==> src/design/iets_pkg.sv <==
// Shared types and constants for the I2C EEPROM transaction sequencer.
`default_nettype none

package iets_pkg;

   // Input item kinds, carried on tuser.
   typedef enum logic [1:0] {
      CMD_WRITE = 2'd0,
      CMD_READ  = 2'd1,
      CMD_DATA  = 2'd2,
      CMD_DONE  = 2'd3
   } cmd_type;

   // Bus primitives.
   typedef enum logic [2:0] {
      OP_NONE    = 3'd0,
      OP_START   = 3'd1,
      OP_RESTART = 3'd2,
      OP_SEND    = 3'd3,
      OP_RECV    = 3'd4,
      OP_ACK     = 3'd5,
      OP_NACK    = 3'd6,
      OP_STOP    = 3'd7
   } bus_op_type;

   // Transfer status.
   typedef enum logic [2:0] {
      ST_BUSY     = 3'd0,
      ST_DONE     = 3'd1,
      ST_ABSENT   = 3'd2,
      ST_NACK     = 3'd3,
      ST_REJECTED = 3'd4
   } status_type;

   // Configuration register indexes.
   localparam logic CSR_DEVICE_ADDRESS = 1'b0;
   localparam logic CSR_RETRY_LIMIT    = 1'b1;

   localparam logic [6:0] DEVICE_ADDRESS_RESET = 7'h50;
   localparam logic [7:0] RETRY_LIMIT_RESET    = 8'd10;

   localparam int REQ_DATA_W = 40;
   localparam int RSP_DATA_W = 32;

   typedef struct packed {
      cmd_type    cmd;
      logic [7:0] word_address;
      logic [7:0] byte_count;
      logic [7:0] data_byte;
      logic       ack_failed;
      logic [7:0] rx_byte;
   } req_item_type;

   typedef struct packed {
      bus_op_type bus_op;
      logic       wait_ms;
      logic [7:0] bus_byte;
      logic [7:0] read_data;
      logic       read_valid;
      logic       data_request;
      status_type status;
   } rsp_item_type;

   // Handshake between the stages.
   typedef struct packed {
      logic advance;   // item moves from input register to result register
      logic out_free;  // result register can take an item this cycle
   } flow_type;

endpackage

`default_nettype wire

==> src/design/iets_in_stage.sv <==
// Input register stage of the sequencer.
`default_nettype none

module iets_in_stage (
   input  wire                        clock,
   input  wire                        reset,
   input  wire                        in_valid,
   output logic                       in_ready,
   input  wire iets_pkg::req_item_type in_item,
   input  wire iets_pkg::flow_type    flow,
   output logic                       item_valid,
   output iets_pkg::req_item_type     item
);
   import iets_pkg::*;

   logic         valid_ff, valid_in;
   req_item_type item_ff;

   assign in_ready   = !valid_ff || flow.advance;
   assign item_valid = valid_ff;
   assign item       = item_ff;

   always_comb begin
      valid_in = valid_ff;
      if (in_valid && in_ready) begin
         valid_in = 1'b1;
      end else if (flow.advance) begin
         valid_in = 1'b0;
      end
   end

   always_ff @(posedge clock) begin
      if (reset) begin
         valid_ff <= 1'b0;
      end else begin
         valid_ff <= valid_in;
      end
      if (in_valid && in_ready) begin
         item_ff <= in_item;
      end
   end

endmodule

`default_nettype wire

==> src/design/iets_step.sv <==
// Transaction state machine: one input item in, one result item (bus primitive or status) out.
`default_nettype none

module iets_step (
   input  wire                        clock,
   input  wire                        reset,
   input  wire iets_pkg::flow_type    flow,
   input  wire iets_pkg::req_item_type item,
   input  wire [6:0]                  device_address,
   input  wire [7:0]                  retry_limit,
   output iets_pkg::rsp_item_type     result
);
   import iets_pkg::*;

   typedef enum logic [3:0] {
      PH_IDLE        = 4'd0,
      PH_START       = 4'd1,
      PH_ADDR_W      = 4'd2,
      PH_WORD        = 4'd3,
      PH_RESTART     = 4'd4,
      PH_ADDR_R      = 4'd5,
      PH_DATA_REQ    = 4'd6,
      PH_DATA_W      = 4'd7,
      PH_RECV        = 4'd8,
      PH_ACKED       = 4'd9,
      PH_STOP_DONE   = 4'd10,
      PH_STOP_ABSENT = 4'd11,
      PH_STOP_NACK   = 4'd12
   } phase_type;

   phase_type  phase_ff, phase_in;
   logic       is_read_ff, is_read_in;
   logic [7:0] word_addr_ff, word_addr_in;
   logic [7:0] bytes_left_ff, bytes_left_in;
   logic [7:0] retry_ff, retry_in;

   always_comb begin
      phase_in      = phase_ff;
      is_read_in    = is_read_ff;
      word_addr_in  = word_addr_ff;
      bytes_left_in = bytes_left_ff;
      retry_in      = retry_ff;
      result        = '0;

      unique case (item.cmd) inside
         CMD_WRITE, CMD_READ: begin
            if (phase_ff == PH_IDLE) begin
               is_read_in    = (item.cmd == CMD_READ);
               word_addr_in  = item.word_address;
               // a read of zero bytes reads one
               bytes_left_in = (item.cmd == CMD_READ && item.byte_count == 8'd0) ?
                               8'd1 : item.byte_count;
               retry_in      = 8'd0;
               result.bus_op = OP_START;
               phase_in      = PH_START;
            end else begin
               result.status = ST_REJECTED;
            end
         end
         CMD_DATA: begin
            if (phase_ff == PH_DATA_REQ) begin
               result.bus_op   = OP_SEND;
               result.bus_byte = item.data_byte;
               bytes_left_in   = bytes_left_ff - 8'd1;
               phase_in        = PH_DATA_W;
            end
         end
         CMD_DONE: begin
            unique case (phase_ff)
               PH_START: begin
                  result.bus_op   = OP_SEND;
                  result.bus_byte = {device_address, 1'b0};
                  phase_in        = PH_ADDR_W;
               end
               PH_ADDR_W: begin
                  if (item.ack_failed) begin
                     if (retry_ff >= retry_limit) begin
                        result.bus_op = OP_STOP;
                        phase_in      = PH_STOP_ABSENT;
                     end else begin
                        // device busy with its write cycle: wait and poll again
                        retry_in       = retry_ff + 8'd1;
                        result.bus_op  = OP_START;
                        result.wait_ms = 1'b1;
                        phase_in       = PH_START;
                     end
                  end else begin
                     result.bus_op   = OP_SEND;
                     result.bus_byte = word_addr_ff;
                     phase_in        = PH_WORD;
                  end
               end
               PH_WORD, PH_DATA_W: begin
                  if (item.ack_failed) begin
                     result.bus_op = OP_STOP;
                     phase_in      = PH_STOP_NACK;
                  end else if (is_read_ff && phase_ff == PH_WORD) begin
                     result.bus_op = OP_RESTART;
                     phase_in      = PH_RESTART;
                  end else if (bytes_left_ff == 8'd0) begin
                     result.bus_op = OP_STOP;
                     phase_in      = PH_STOP_DONE;
                  end else begin
                     result.data_request = 1'b1;
                     phase_in            = PH_DATA_REQ;
                  end
               end
               PH_RESTART: begin
                  result.bus_op   = OP_SEND;
                  result.bus_byte = {device_address, 1'b1};
                  phase_in        = PH_ADDR_R;
               end
               PH_ADDR_R: begin
                  if (item.ack_failed) begin
                     result.bus_op = OP_STOP;
                     phase_in      = PH_STOP_NACK;
                  end else begin
                     result.bus_op = OP_RECV;
                     phase_in      = PH_RECV;
                  end
               end
               PH_RECV: begin
                  result.read_data  = item.rx_byte;
                  result.read_valid = 1'b1;
                  bytes_left_in     = bytes_left_ff - 8'd1;
                  // last byte gets a nack
                  result.bus_op     = (bytes_left_ff == 8'd1) ? OP_NACK : OP_ACK;
                  phase_in          = PH_ACKED;
               end
               PH_ACKED: begin
                  if (bytes_left_ff == 8'd0) begin
                     result.bus_op = OP_STOP;
                     phase_in      = PH_STOP_DONE;
                  end else begin
                     result.bus_op = OP_RECV;
                     phase_in      = PH_RECV;
                  end
               end
               PH_STOP_DONE: begin
                  result.status = ST_DONE;
                  phase_in      = PH_IDLE;
               end
               PH_STOP_ABSENT: begin
                  result.status = ST_ABSENT;
                  phase_in      = PH_IDLE;
               end
               PH_STOP_NACK: begin
                  result.status = ST_NACK;
                  phase_in      = PH_IDLE;
               end
               default: begin
                  // idle or awaiting data: completion ignored
               end
            endcase
         end
         default: begin
         end
      endcase
   end

   always_ff @(posedge clock) begin
      if (reset) begin
         phase_ff      <= PH_IDLE;
         is_read_ff    <= 1'b0;
         word_addr_ff  <= 8'd0;
         bytes_left_ff <= 8'd0;
         retry_ff      <= 8'd0;
      end else if (flow.advance) begin
         phase_ff      <= phase_in;
         is_read_ff    <= is_read_in;
         word_addr_ff  <= word_addr_in;
         bytes_left_ff <= bytes_left_in;
         retry_ff      <= retry_in;
      end
   end

   // A request accepted while idle always opens with a start.
   a_req_starts: assert property (@(posedge clock) disable iff (reset)
      (flow.advance && phase_ff == PH_IDLE &&
       (item.cmd == CMD_WRITE || item.cmd == CMD_READ)) |=> phase_ff == PH_START)
      else $error("request from idle did not enter start phase");

   // A received byte is always handed out with its ack or nack.
   a_read_with_ack: assert property (@(posedge clock) disable iff (reset)
      (flow.advance && result.read_valid) |->
      (result.bus_op == OP_ACK || result.bus_op == OP_NACK))
      else $error("read byte without ack/nack");

   // The retry counter never runs past the limit.
   a_retry_bound: assert property (@(posedge clock) disable iff (reset)
      (phase_ff == PH_START && retry_ff != 8'd0) |-> retry_ff <= retry_limit)
      else $error("retry count beyond limit");

   // Final status only comes back to idle.
   a_status_idle: assert property (@(posedge clock) disable iff (reset)
      (flow.advance && (result.status == ST_DONE || result.status == ST_ABSENT ||
                        result.status == ST_NACK)) |=> phase_ff == PH_IDLE)
      else $error("final status without return to idle");

endmodule

`default_nettype wire

==> src/design/iets_out_stage.sv <==
// Result register stage of the sequencer.
`default_nettype none

module iets_out_stage (
   input  wire                        clock,
   input  wire                        reset,
   input  wire                        item_valid,
   input  wire iets_pkg::rsp_item_type result,
   output iets_pkg::flow_type         flow,
   output logic                       out_valid,
   input  wire                        out_ready,
   output iets_pkg::rsp_item_type     out_item
);
   import iets_pkg::*;

   logic         valid_ff, valid_in;
   rsp_item_type item_ff;

   assign flow.out_free = !valid_ff || out_ready;
   assign flow.advance  = item_valid && flow.out_free;
   assign out_valid     = valid_ff;
   assign out_item      = item_ff;

   always_comb begin
      valid_in = valid_ff;
      if (flow.advance) begin
         valid_in = 1'b1;
      end else if (out_ready) begin
         valid_in = 1'b0;
      end
   end

   always_ff @(posedge clock) begin
      if (reset) begin
         valid_ff <= 1'b0;
      end else begin
         valid_ff <= valid_in;
      end
      if (flow.advance) begin
         item_ff <= result;
      end
   end

endmodule

`default_nettype wire

==> src/design/i2c_eeprom_transaction_sequencer.sv <==
// Top level: I2C EEPROM transaction sequencer with config registers and stream ports.
// Path: an accepted input item is held in the input register, and its result item is
//   registered in the result register, which drives rsp.
// Throughput: one item per cycle while rsp_tready is high; an empty input register takes
//   an item while a result waits, and the result register frees when rsp_tready is high.
// Reset (synchronous, active high): both stages empty, sequencer idle,
//   device_address = 0x50, retry_limit = 10.
`default_nettype none

module i2c_eeprom_transaction_sequencer (
   input  wire         clock,
   input  wire         reset,
   // request stream
   input  wire         req_tvalid,
   output logic        req_tready,
   input  wire  [1:0]  req_tuser,   // cmd
   // word_address[7:0], byte_count[15:8], data_byte[23:16], ack_failed[24],
   // rx_byte[32:25], zero[39:33]
   input  wire  [iets_pkg::REQ_DATA_W-1:0] req_tdata,
   // result stream
   output logic        rsp_tvalid,
   input  wire         rsp_tready,
   // bus_op[2:0], wait_ms[3], bus_byte[11:4], read_data[19:12], read_valid[20],
   // data_request[21], status[24:22], zero[31:25]
   output logic [iets_pkg::RSP_DATA_W-1:0] rsp_tdata,
   // config write port
   input  wire         csr_we,
   input  wire         csr_index,
   input  wire  [7:0]  csr_wdata
);
   import iets_pkg::*;

   logic [6:0]   dev_addr_ff;
   logic [7:0]   retry_limit_ff;
   req_item_type req_item, cur_item;
   rsp_item_type result, out_item;
   flow_type     flow;
   logic         cur_valid;

   // Config registers; the user must write them only while the sequencer is idle, the block does not enforce this.
   always_ff @(posedge clock) begin
      if (reset) begin
         dev_addr_ff    <= DEVICE_ADDRESS_RESET;
         retry_limit_ff <= RETRY_LIMIT_RESET;
      end else if (csr_we) begin
         unique case (csr_index)
            CSR_DEVICE_ADDRESS: dev_addr_ff    <= csr_wdata[6:0];
            CSR_RETRY_LIMIT:    retry_limit_ff <= csr_wdata;
            default: begin
            end
         endcase
      end
   end

   // Unpack request item.
   always_comb begin
      req_item.cmd          = cmd_type'(req_tuser);
      req_item.word_address = req_tdata[7:0];
      req_item.byte_count   = req_tdata[15:8];
      req_item.data_byte    = req_tdata[23:16];
      req_item.ack_failed   = req_tdata[24];
      req_item.rx_byte      = req_tdata[32:25];
   end

   iets_in_stage u_in (
      .clock      (clock),
      .reset      (reset),
      .in_valid   (req_tvalid),
      .in_ready   (req_tready),
      .in_item    (req_item),
      .flow       (flow),
      .item_valid (cur_valid),
      .item       (cur_item)
   );

   // Sequencer state only moves when an item advances into the result register.
   iets_step u_step (
      .clock          (clock),
      .reset          (reset),
      .flow           (flow),
      .item           (cur_item),
      .device_address (dev_addr_ff),
      .retry_limit    (retry_limit_ff),
      .result         (result)
   );

   iets_out_stage u_out (
      .clock      (clock),
      .reset      (reset),
      .item_valid (cur_valid),
      .result     (result),
      .flow       (flow),
      .out_valid  (rsp_tvalid),
      .out_ready  (rsp_tready),
      .out_item   (out_item)
   );

   // Pack result item, first field lowest.
   assign rsp_tdata = {7'd0, out_item.status, out_item.data_request, out_item.read_valid,
                       out_item.read_data, out_item.bus_byte, out_item.wait_ms,
                       out_item.bus_op};

endmodule

`default_nettype wire
==> config.mk <==
export PLATFORM = sky130hd
export DESIGN_NAME = i2c_eeprom_transaction_sequencer
export DESIGN_NICKNAME = d
export VERILOG_FILES = /design/src/design/iets_pkg.sv /design/src/design/iets_in_stage.sv /design/src/design/iets_step.sv /design/src/design/iets_out_stage.sv /design/src/design/i2c_eeprom_transaction_sequencer.sv
export SDC_FILE = /design/constraint.sdc
export NUM_CORES = 1
export LEC_CHECK = 0
export BUFFER_PORTS_ARGS = -buffer_cell sky130_fd_sc_hd__clkbuf_2
export CORE_ASPECT_RATIO = 2
export CORE_MARGIN = 2
export CORE_UTILIZATION = 55
export CTS_CLUSTER_SIZE = 12
export DETAILED_ROUTE_END_ITERATION = 10
export GPL_TIMING_DRIVEN = 0
export PLACE_DENSITY = 0.83
export RECOVER_POWER = 50
export SKIP_CTS_REPAIR_TIMING = 1
export SYNTH_ARGS = -nofsm -noshare
export SYNTH_HDL_FRONTEND = slang
export SYNTH_SLANG_ARGS = --single-unit
==> constraint.sdc <==
create_clock -name clock -period 5.3 [get_ports clock]
set_input_delay 1.06 -clock clock [delete_from_list [all_inputs] [get_ports clock]]
set_output_delay 1.06 -clock clock [all_outputs]
set_load 0.01 [all_outputs]
==> flow_metrics.tcl, run 1 <==
set metrics [dict create \
    status "finished, violations left" \
    violations "capacitance limit, slew limit" \
    drv_slew 43 \
    start_util_pct 56.6 \
    start_kind "register" \
    cts.path.max_buffers 2 \
    numCtsBuffers 9 \
    cp_max_fo 8 \
    layout_commonest_cell "nand2_1" \
    grt_use_met1_pct 24.3 \
    grt_first_pass_wirelength_mm 17.6 \
    p_per_area_nw_per_um2 311 \
    wl_per_cell_um 16.6 \
    synth_edf_count 60 \
    synthArstFlopShare_pct 0 \
    fin_crit_sh_pct 65.6 \
    drtPass1Iterations 6 \
    grt_overflow 0 \
    combPwrFrac_pct 9.5 \
    root_buffer "clkbuf_16" \
    grtUsageMet3_pct 4.05 \
    syn_inst 464 \
    avgSynthCellArea_um2 10.5 \
    drt_iter0_markers 202 \
    yosys_warnings 0 \
    rsz0062_at_grt "false" \
    worstHoldPathType "reg2reg" \
    placed_cell_area_um2 5380 \
    setup_viol 0 \
    finalPower_mw 1.74 \
    power_frac_seq_pct 53.2 \
    routabilityCongestion 0.914 \
    synth_area_leader_cell "edfxtp_1" \
    nets 622 \
    worst_pin_slew_ns 2.11 \
    pre_cts_ws_ns 1.54 \
    fin_tns_setup_ns 0 \
    routed-via-count 3870 \
    std_cell_rows 48 \
    ant_nets 0 \
    synthTopCellsByArea "edfxtp_1 37%, dfxtp_1 19%, nand2_1 5.8%" \
    gr-usage-met2_pct 42.6 \
    synth-seq-area-share_pct 56.0 \
    ios 90 \
    clock_sinks 106 \
    required_ns 5.55 \
    drc 0 \
    r2r_cells 8 \
    synthesis.area_um2 4860 \
    antenna_found_initial 0 \
    synthFlopType "edfxtp_1" \
    finalWorstSetupSlack_ns 1.82 \
    synth.distinct_cells 62 \
    first_global_vias 3864 \
    ctsHtreeMaxLevel 3 \
    area_growth_pct 15.1 \
    switching_share_pct 24.8 \
    busiest_layer "met2" \
    final_cell_mix "75 x nand2_1, 60 x edfxtp_1, 47 x clkbuf_2" \
    diodes 0 \
    routed_wl_mm 11.0 \
    ir_drop_v 0.000243 \
    clkLatencyLatePin_ns 0.35 \
    drive_gt1_share_pct 16.3 \
    cp_data_arrival_time_ns 3.72 \
    p_sw_mw 0.432 \
    placedCellCount 644 \
    critPathKind "reg2reg" \
    synth_top_area_share_pct 37.0 \
    fin_skew_ns 0.00623 \
    hold_depth 2 \
    grt_max_degree 36 \
    drv_cap 2 \
    max_slew_margin_pct -40.5 \
    portBuffers 74 \
    die-area_um2 9660 \
    post-dp-hpwl_mm 8.35 \
    setup.worst_path.end_class "register" \
    pwr-share-clk_pct 37.4 \
    synth_seq_cells 106 \
    min_period_ns 3.48 \
    leakage_nw 2.10 \
    dieHeight_um 137 \
    vias_per_cell 5.86 \
    p_int_mw 1.31 \
    die_x_um 70.5 \
    cts_tree "yes" \
    clk_pin_slew_ns 0.07 \
    core-area_um2 8590 \
    fmax_mhz 288 \
    design_area_um2 5600 \
    hold_viol_final 0 \
    grtUsageTotal_pct 23.6 \
    final-instance-count-excl-fill 660 \
]
## state kept, by name, indices dropped and copies added, names as in the netlist
register,flops
dev_addr_ff,7
retry_limit_ff,8
u_step.phase_ff,4
u_out.out_item,25
u_out.out_valid,1
u_in.item_valid,1
u_in.item,35
u_step.bytes_left_ff,8
u_step.word_addr_ff,8
u_step.is_read_ff,1
u_step.retry_ff,8
## routing by layer
| metal | routed length [um] | part of all wire, % |
|---|---|---|
| met1 | 3900 | 36 |
| met2 | 6010 | 55 |
| met3 | 530 | 4.8 |
| met4 | 523 | 4.8 |
| met5 | 0 | 0 |
## kinds of logic (layout without fill, tap and decap cells)
family | count (synthesis) | in the layout | synth area share (%)
AO/OA/AOI/OAI | 115 | 115 | 17.0
XOR/XNOR | 1 | 1 | 0.180
adder cells (fa/ha/maj) | 11 | 11 | 2.83
buffers and inverters | 49 | 139 | 4.73
flip-flops | 106 | 106 | 56.0
multiplexers | 1 | 1 | 0.232
other | 1 | 7 | 0.0771
AND/OR/NAND/NOR | 180 | 180 | 19.0
## layout make-up
class | instances | area (um^2)
plain buffers | 28 | 143
inverters | 21 | 78.8
clock inverters | 6 | 56.3
well taps | 100 | 125
multi-input cells | 315 | 1900
repair buffers | 74 | 337
flip-flops and latches | 106 | 2720
clock buffers | 10 | 239
fillers | 680 | 2990
## critical path, cell delays in order (launching register included)
cell and delay (ns):
dfxtp_1 0.43, inv_1 0.11, ha_1 0.28, a31oi_1 0.11, and2b_2 0.22, o311ai_0 1.20
nand4_4 0.34, a211oi_2 0.32, mux2_2 0.35
## cell usage after synthesis, types with 3 or more instances
| cell type | n |
|---|---|
| nand2_1 | 75 |
| edfxtp_1 | 60 |
| dfxtp_1 | 46 |
| a21oi_1 | 42 |
| nor2_1 | 31 |
| inv_1 | 19 |
| a22o_1 | 14 |
| nand3_1 | 14 |
| and2_1 | 12 |
| buf_4 | 11 |
| ha_1 | 11 |
| clkbuf_1 | 10 |
| o21ai_0 | 10 |
| a211oi_1 | 7 |
| a31oi_1 | 7 |
| nor2b_1 | 7 |
| nor3_1 | 7 |
| and3_1 | 4 |
| buf_2 | 4 |
| nand2b_1 | 4 |
| o211ai_1 | 4 |
| o32ai_1 | 4 |
| or3_1 | 4 |
| a21o_1 | 3 |
| buf_1 | 3 |
| nand4_1 | 3 |
| o22ai_1 | 3 |
## per-stage QoR
| stage | hold slack (ns) | utilization, % |
|---|---|---|
| 2_1_floorplan | 0.436 | - |
| 3_3_place_gp | 0.444 | 62.7 |
| 3_5_place_dp | 0.451 | 62.7 |
| 4_1_cts | 0.460 | 66.1 |
| 5_1_grt | 0.482 | 65.2 |
| 6_report | 0.462 | 65.2 |
## power groups by stage
stage | combinational, mW | clock (mW) | sequential (mW)
after floorplan | 0.111 | 0 | 0.942
after global placement | 0.165 | 0 | 0.942
after detailed placement | 0.169 | 0 | 0.944
after CTS | 0.170 | 0.659 | 0.926
after global routing | 0.185 | 0.687 | 0.930
final | 0.165 | 0.651 | 0.926
## path summary, 6_finish.rpt
path,start,end,slack (ns)
max reg2reg,u_step.retry_ff[0],u_step.retry_ff[7],1.82
min,u_step.word_addr_ff[5],u_step.word_addr_ff[5],0.46
max,u_step.retry_ff[0],u_step.retry_ff[7],1.82
min reg2reg,u_step.word_addr_ff[5],u_step.word_addr_ff[5],0.46
(Power assumes the default switching activity.)
==> run 2, diff against run 1 <==
ABC_AREA = 1   (was unset)
clock period = 3.4 ns   (was 5.3 ns; I/O delays follow)
==> flow_metrics.tcl, run 2 <==
set metrics [dict create \
    synthFlopType "edfxtp_1" \
    p_int_mw 2.19 \
    placed_cell_area_um2 5360 \
    cts.path.max_buffers 2 \
    drv_slew 0 \
    syn_inst 541 \
    drtPass1Iterations 5 \
    routabilityCongestion 0.909 \
    cp_max_fo 26 \
    avgSynthCellArea_um2 8.92 \
    fmax_mhz 425 \
    drive_gt1_share_pct 15.3 \
    pwr-share-clk_pct 39.5 \
    synth_top_area_share_pct 37.3 \
    post-dp-hpwl_mm 8.38 \
    synthTopCellsByArea "edfxtp_1 37%, dfxtp_1 19%, nand2_1 7.5%" \
    path_buf_inv 4 \
    grt_max_degree 36 \
    worstHoldStart "retry_limit_ff[2]" \
    cp_slowest_stage_delay_ns 1.00 \
    setup_viol 0 \
    area_growth_pct 17.3 \
    hold_viol_final 0 \
    cpMostUsedCell "inv_1" \
    clk_pin_slew_ns 0.08 \
    worst_pin_slew_ns 1.31 \
    final_util_pct 65.9 \
    final_cell_mix "97 x nand2_1, 88 x nor2_1, 62 x inv_1" \
    fin_skew_ns 0.00911 \
    std_cell_rows 48 \
    dieHeight_um 136 \
    design_area_um2 5660 \
    pre_cts_ws_ns 0.837 \
    r2r_cells 4 \
    start_kind "input pin" \
    synth.distinct_cells 37 \
    wl_per_cell_um 15.0 \
    fin_crit_sh_pct 69.3 \
    nFillCells 713 \
    ir_drop_v 0.000409 \
    first_global_vias 4017 \
    switching_share_pct 24.8 \
    numCtsBuffers 9 \
    grtUsageTotal_pct 23.6 \
    ctsHtreeMaxLevel 3 \
    cp_data_arrival_time_ns 2.31 \
    p_sw_mw 0.722 \
    portBuffers 75 \
    die-area_um2 9580 \
    nets 701 \
    cp_num_cells 6 \
    root_buffer "clkbuf_16" \
    routed-via-count 3954 \
    combPwrFrac_pct 10.3 \
    setup.worst_path.end_class "register" \
    die_x_um 70.2 \
    rsz0062_at_grt "false" \
    start_util_pct 56.2 \
    antenna_found_initial 0 \
    yosys_warnings 0 \
    slowest_stage "clkbuf_1" \
    clock_sinks 106 \
    synthesis.area_um2 4820 \
    drv_cap 0 \
    min_period_ns 2.35 \
    leakage_nw 2.46 \
    p_per_area_nw_per_um2 515 \
    status "finished clean" \
    reg2reg_from "u_out.out_valid" \
    routed_wl_mm 11.1 \
    synth_area_leader_cell "edfxtp_1" \
    worstHoldPathType "reg2reg" \
    ys_top_cells_by_count "97 x nand2_1, 87 x nor2_1, 62 x inv_1" \
    finalWorstSetupSlack_ns 1.05 \
    drt_iter0_markers 230 \
    hold_depth 2 \
    clkLatencyLatePin_ns 0.35 \
    largest_reg_flops 35 \
    vias_per_cell 5.35 \
    grt_first_pass_wirelength_mm 17.5 \
    crit_start "rsp_tready" \
    synth_seq_cells 106 \
    yosysMostFrequentCell "nand2_1" \
    synthArstFlopShare_pct 0 \
    path_delay_family "buffers and inverters" \
    grt_overflow 0 \
    path_cells "clkbuf_2, inv_1, nand3_1, nand2_1, inv_1, clkbuf_1" \
    drc 0 \
    synth-seq-area-share_pct 56.4 \
    r2r_slack_ns 1.14 \
    layout_commonest_cell "nand2_1" \
    diodes 0 \
    max_slew_margin_pct 12.7 \
    core-area_um2 8590 \
    cts_tree "yes" \
    ios 90 \
    critPathKind "in2reg" \
    required_ns 3.36 \
    power_frac_seq_pct 50.2 \
    synth_edf_count 60 \
    ant_nets 0 \
]
[run 2: tightest hold or removal path, cell delays in order, from the launching register on]
cell	delay (ns)
dfxtp_1	0.30
inv_1	0.06
a21oi_1	0.05
[run 2: stage by stage]
stage / TNS (ns) / hold slack (ns) / std cells / total power [mW]
final: 0 / 0.462 / 739 / 2.91
after global routing: 0 / 0.494 / 739 / 3.02
after detailed placement: 0 / 0.455 / 722 / 1.79
after global placement: -6.68 / 0.450 / 722 / 1.78
after CTS: 0 / 0.466 / 738 / 2.92
after floorplan: 0 / 0.430 / 547 / 1.68
[run 2: path summary, 6_finish.rpt]
check / end
worst max-delay path: u_in.item[10]
worst max register to register: u_in.item[10]
worst min-delay path: retry_limit_ff[2]
worst min register to register: retry_limit_ff[2]
[run 2: power by group through the flow]
stage                     clock (mW)  sequential (mW)  combinational [mW]
after floorplan                    0             1.49               0.194
after global placement             0             1.49               0.290
after detailed placement           0             1.49               0.301
after CTS                       1.16             1.46               0.304
after global routing            1.21             1.47               0.338
final                           1.15             1.46               0.301
[run 2: area by class of cell]
cell class | instances | area [um^2] | share of cell area [%]
Inverter | 68 | 258 | 4.56
Tap cell | 100 | 125 | 2.21
Sequential cell | 106 | 2720 | 48.1
Clock buffer | 9 | 225 | 3.98
Buffer | 20 | 116 | 2.06
Timing Repair Buffer | 76 | 344 | 6.08
Clock inverter | 7 | 108 | 1.90
Multi-Input combinational cell | 353 | 1760 | 31.1
[run 2: cell families (layout without fill, tap and decap cells)]
logic type               Yosys count  after routing  synth area share [%]
flip-flops                       106            106                  56.4
buffers and inverters             88            180                  7.75
adder cells (fa/ha/maj)           11             11                  2.85
AO/OA/AOI/OAI                     93             93                  11.0
AND/OR/NAND/NOR                  237            237                  21.0
other                              1              7                0.0777
XOR/XNOR                           5              5                 0.908
[run 2: layer usage]
metal  GRT usage (%)  up-vias  wire length [um]
li1                -     1977                 -
met1            22.6     1794              3790
met2            43.9      138              6180
met3            3.19       45               473
met4            18.1        0               660
met5               0        -                 0
==> run 3, diff against run 2 <==
ABC_AREA = 0   (was 1)
CORE_UTILIZATION = 50   (was 55)
PLACE_DENSITY = 0.8   (was 0.83)
clock period = 2.1 ns   (was 3.4 ns; I/O delays follow)
==> flow_metrics.tcl, run 3 (synthesis results as in run 1) <==
set metrics [dict create \
    status "finished, violations left" \
    violations "setup timing" \
    grt_max_degree 36 \
    drt_iter0_markers 268 \
    path_delay_family "simple AND/OR/NAND/NOR gates" \
    cp_max_fo 6 \
    numCtsBuffers 9 \
    final-instance-count-excl-fill 678 \
    fin_skew_ns 0.00954 \
    drive_gt1_share_pct 23.3 \
    timing.rr.end "u_step.retry_ff[2]" \
    placed_cell_area_um2 5440 \
    nFillCells 806 \
    dr_wl_met2_mm 5.64 \
    clk_pin_slew_ns 0.08 \
    die-area_um2 10600 \
    leakage_nw 2.18 \
    diodes 0 \
    ir_drop_v 0.000617 \
    path_buf_inv 1 \
    crit_start "u_step.retry_ff[2]" \
    worstHoldStart "req_tdata[32]" \
    area_growth_pct 21.6 \
    dr_wl_met3_um 624 \
    r2r_cells 8 \
    fin_crit_sh_pct 111 \
    hold_viol_final 0 \
    reg2reg_from "u_step.retry_ff[2]" \
    post-dp-hpwl_mm 7.64 \
    hold_depth 1 \
    design_area_um2 5910 \
    pre_cts_ws_ns -0.808 \
    seq_area_um2 2740 \
    clock_sinks 106 \
    fmax_mhz 430 \
    start_util_pct 50.8 \
    cp_slowest_stage_delay_ns 0.37 \
    top_layer_used "met4" \
    routed-via-count 3888 \
    worstHoldPathType "in2reg" \
    cp_data_arrival_time_ns 2.60 \
    path_cells "ha_4, a31oi_1, and2b_2, o311ai_4, nand4_4, buf_6, or3_1, a21oi_1" \
    max_slew_margin_pct 51.2 \
    routed_wl_mm 11.1 \
    finalWorstSetupSlack_ns -0.224 \
    grt_first_pass_wirelength_mm 16.8 \
    slowest_stage "dfxtp_4" \
    p_per_area_nw_per_um2 763 \
    start_kind "register" \
    fin_tns_setup_ns -1.33 \
    first_global_vias 3523 \
    drv_cap 0 \
    largest_reg_flops 35 \
    rsz0062_at_grt "true" \
    clkLatencyLatePin_ns 0.36 \
    antenna_found_initial 0 \
    drtPass1Iterations 4 \
    final_cell_mix "75 x nand2_1, 60 x edfxtp_1, 48 x clkbuf_2" \
    required_ns 2.37 \
    wl_per_cell_um 16.4 \
    dieHeight_um 143 \
    cts_tree "yes" \
    drv_slew 0 \
    root_buffer "clkbuf_16" \
    setup_viol 17 \
    vias_per_cell 5.73 \
    grt_overflow 0 \
    std_cell_rows 51 \
    cp_num_cells 8 \
    grtUsageTotal_pct 20.5 \
    core-area_um2 9570 \
    min_period_ns 2.32 \
    layout_commonest_cell "nand2_1" \
    ios 90 \
    placedCellCount 650 \
    drc 0 \
    crit_end "u_step.retry_ff[2]" \
    nets 634 \
    ctsHtreeMaxLevel 3 \
    die_x_um 73.7 \
    worst_pin_slew_ns 0.733 \
    r2r_slack_ns -0.22 \
    cts.path.max_buffers 2 \
    met1_length_mm 4.57 \
    critPathKind "reg2reg" \
    ant_nets 0 \
    routabilityCongestion 0.947 \
    portBuffers 74 \
    multi_input_area_um2 2070 \
    setup.worst_path.end_class "register" \
]
==> run 3: layout make-up <==
cell class,count,share of cell area [%]
well taps,106,2.24
inverters,21,1.44
multi-input cells,315,34.9
clock inverters,7,1.46
repair buffers,86,7.24
flip-flops and latches,106,46.3
plain buffers,27,2.50
repair inverters,1,0.127
clock buffers,9,3.81
==> run 3: metrics by stage <==
| stage | utilization [%] | hold slack (ns) | total power [mW] |
|---|---|---|---|
| floorplan | - | 0.436 | 2.66 |
| global placement | 56.8 | 0.443 | 2.80 |
| detailed placement | 56.8 | 0.447 | 2.81 |
| CTS | 60.1 | 0.230 | 4.50 |
| global route | 61.8 | 0.219 | 4.65 |
| finish | 61.8 | 0.232 | 4.51 |
==> run 3: metal layers <==
| metal | GRT usage, % | vias up |
|---|---|---|
| li1 | - | 1889 |
| met5 | 0 | - |
| met1 | 27.3 | 1818 |
| met2 | 32.8 | 159 |
| met3 | 3.16 | 22 |
| met4 | 8.52 | 0 |
==> run 3: worst min path at each step <==
stage | end | slack, ns
2_1_floorplan | u_step.word_addr_ff[1] | 0.44
3_3_place_gp | u_step.word_addr_ff[6] | 0.44
3_5_place_dp | u_step.word_addr_ff[5] | 0.45
4_1_cts | u_in.item[6] | 0.23
5_1_grt | u_in.item[3] | 0.22
6_report | u_in.item[7] | 0.23
==> run 3: power by group <==
group | total [mW] | internal, mW | switching (mW)
Sequential | 2.33 | 2.28 | 0.0490
Combinational | 0.457 | 0.175 | 0.282
Clock | 1.72 | 0.860 | 0.859
Total | 4.51 | 3.32 | 1.19
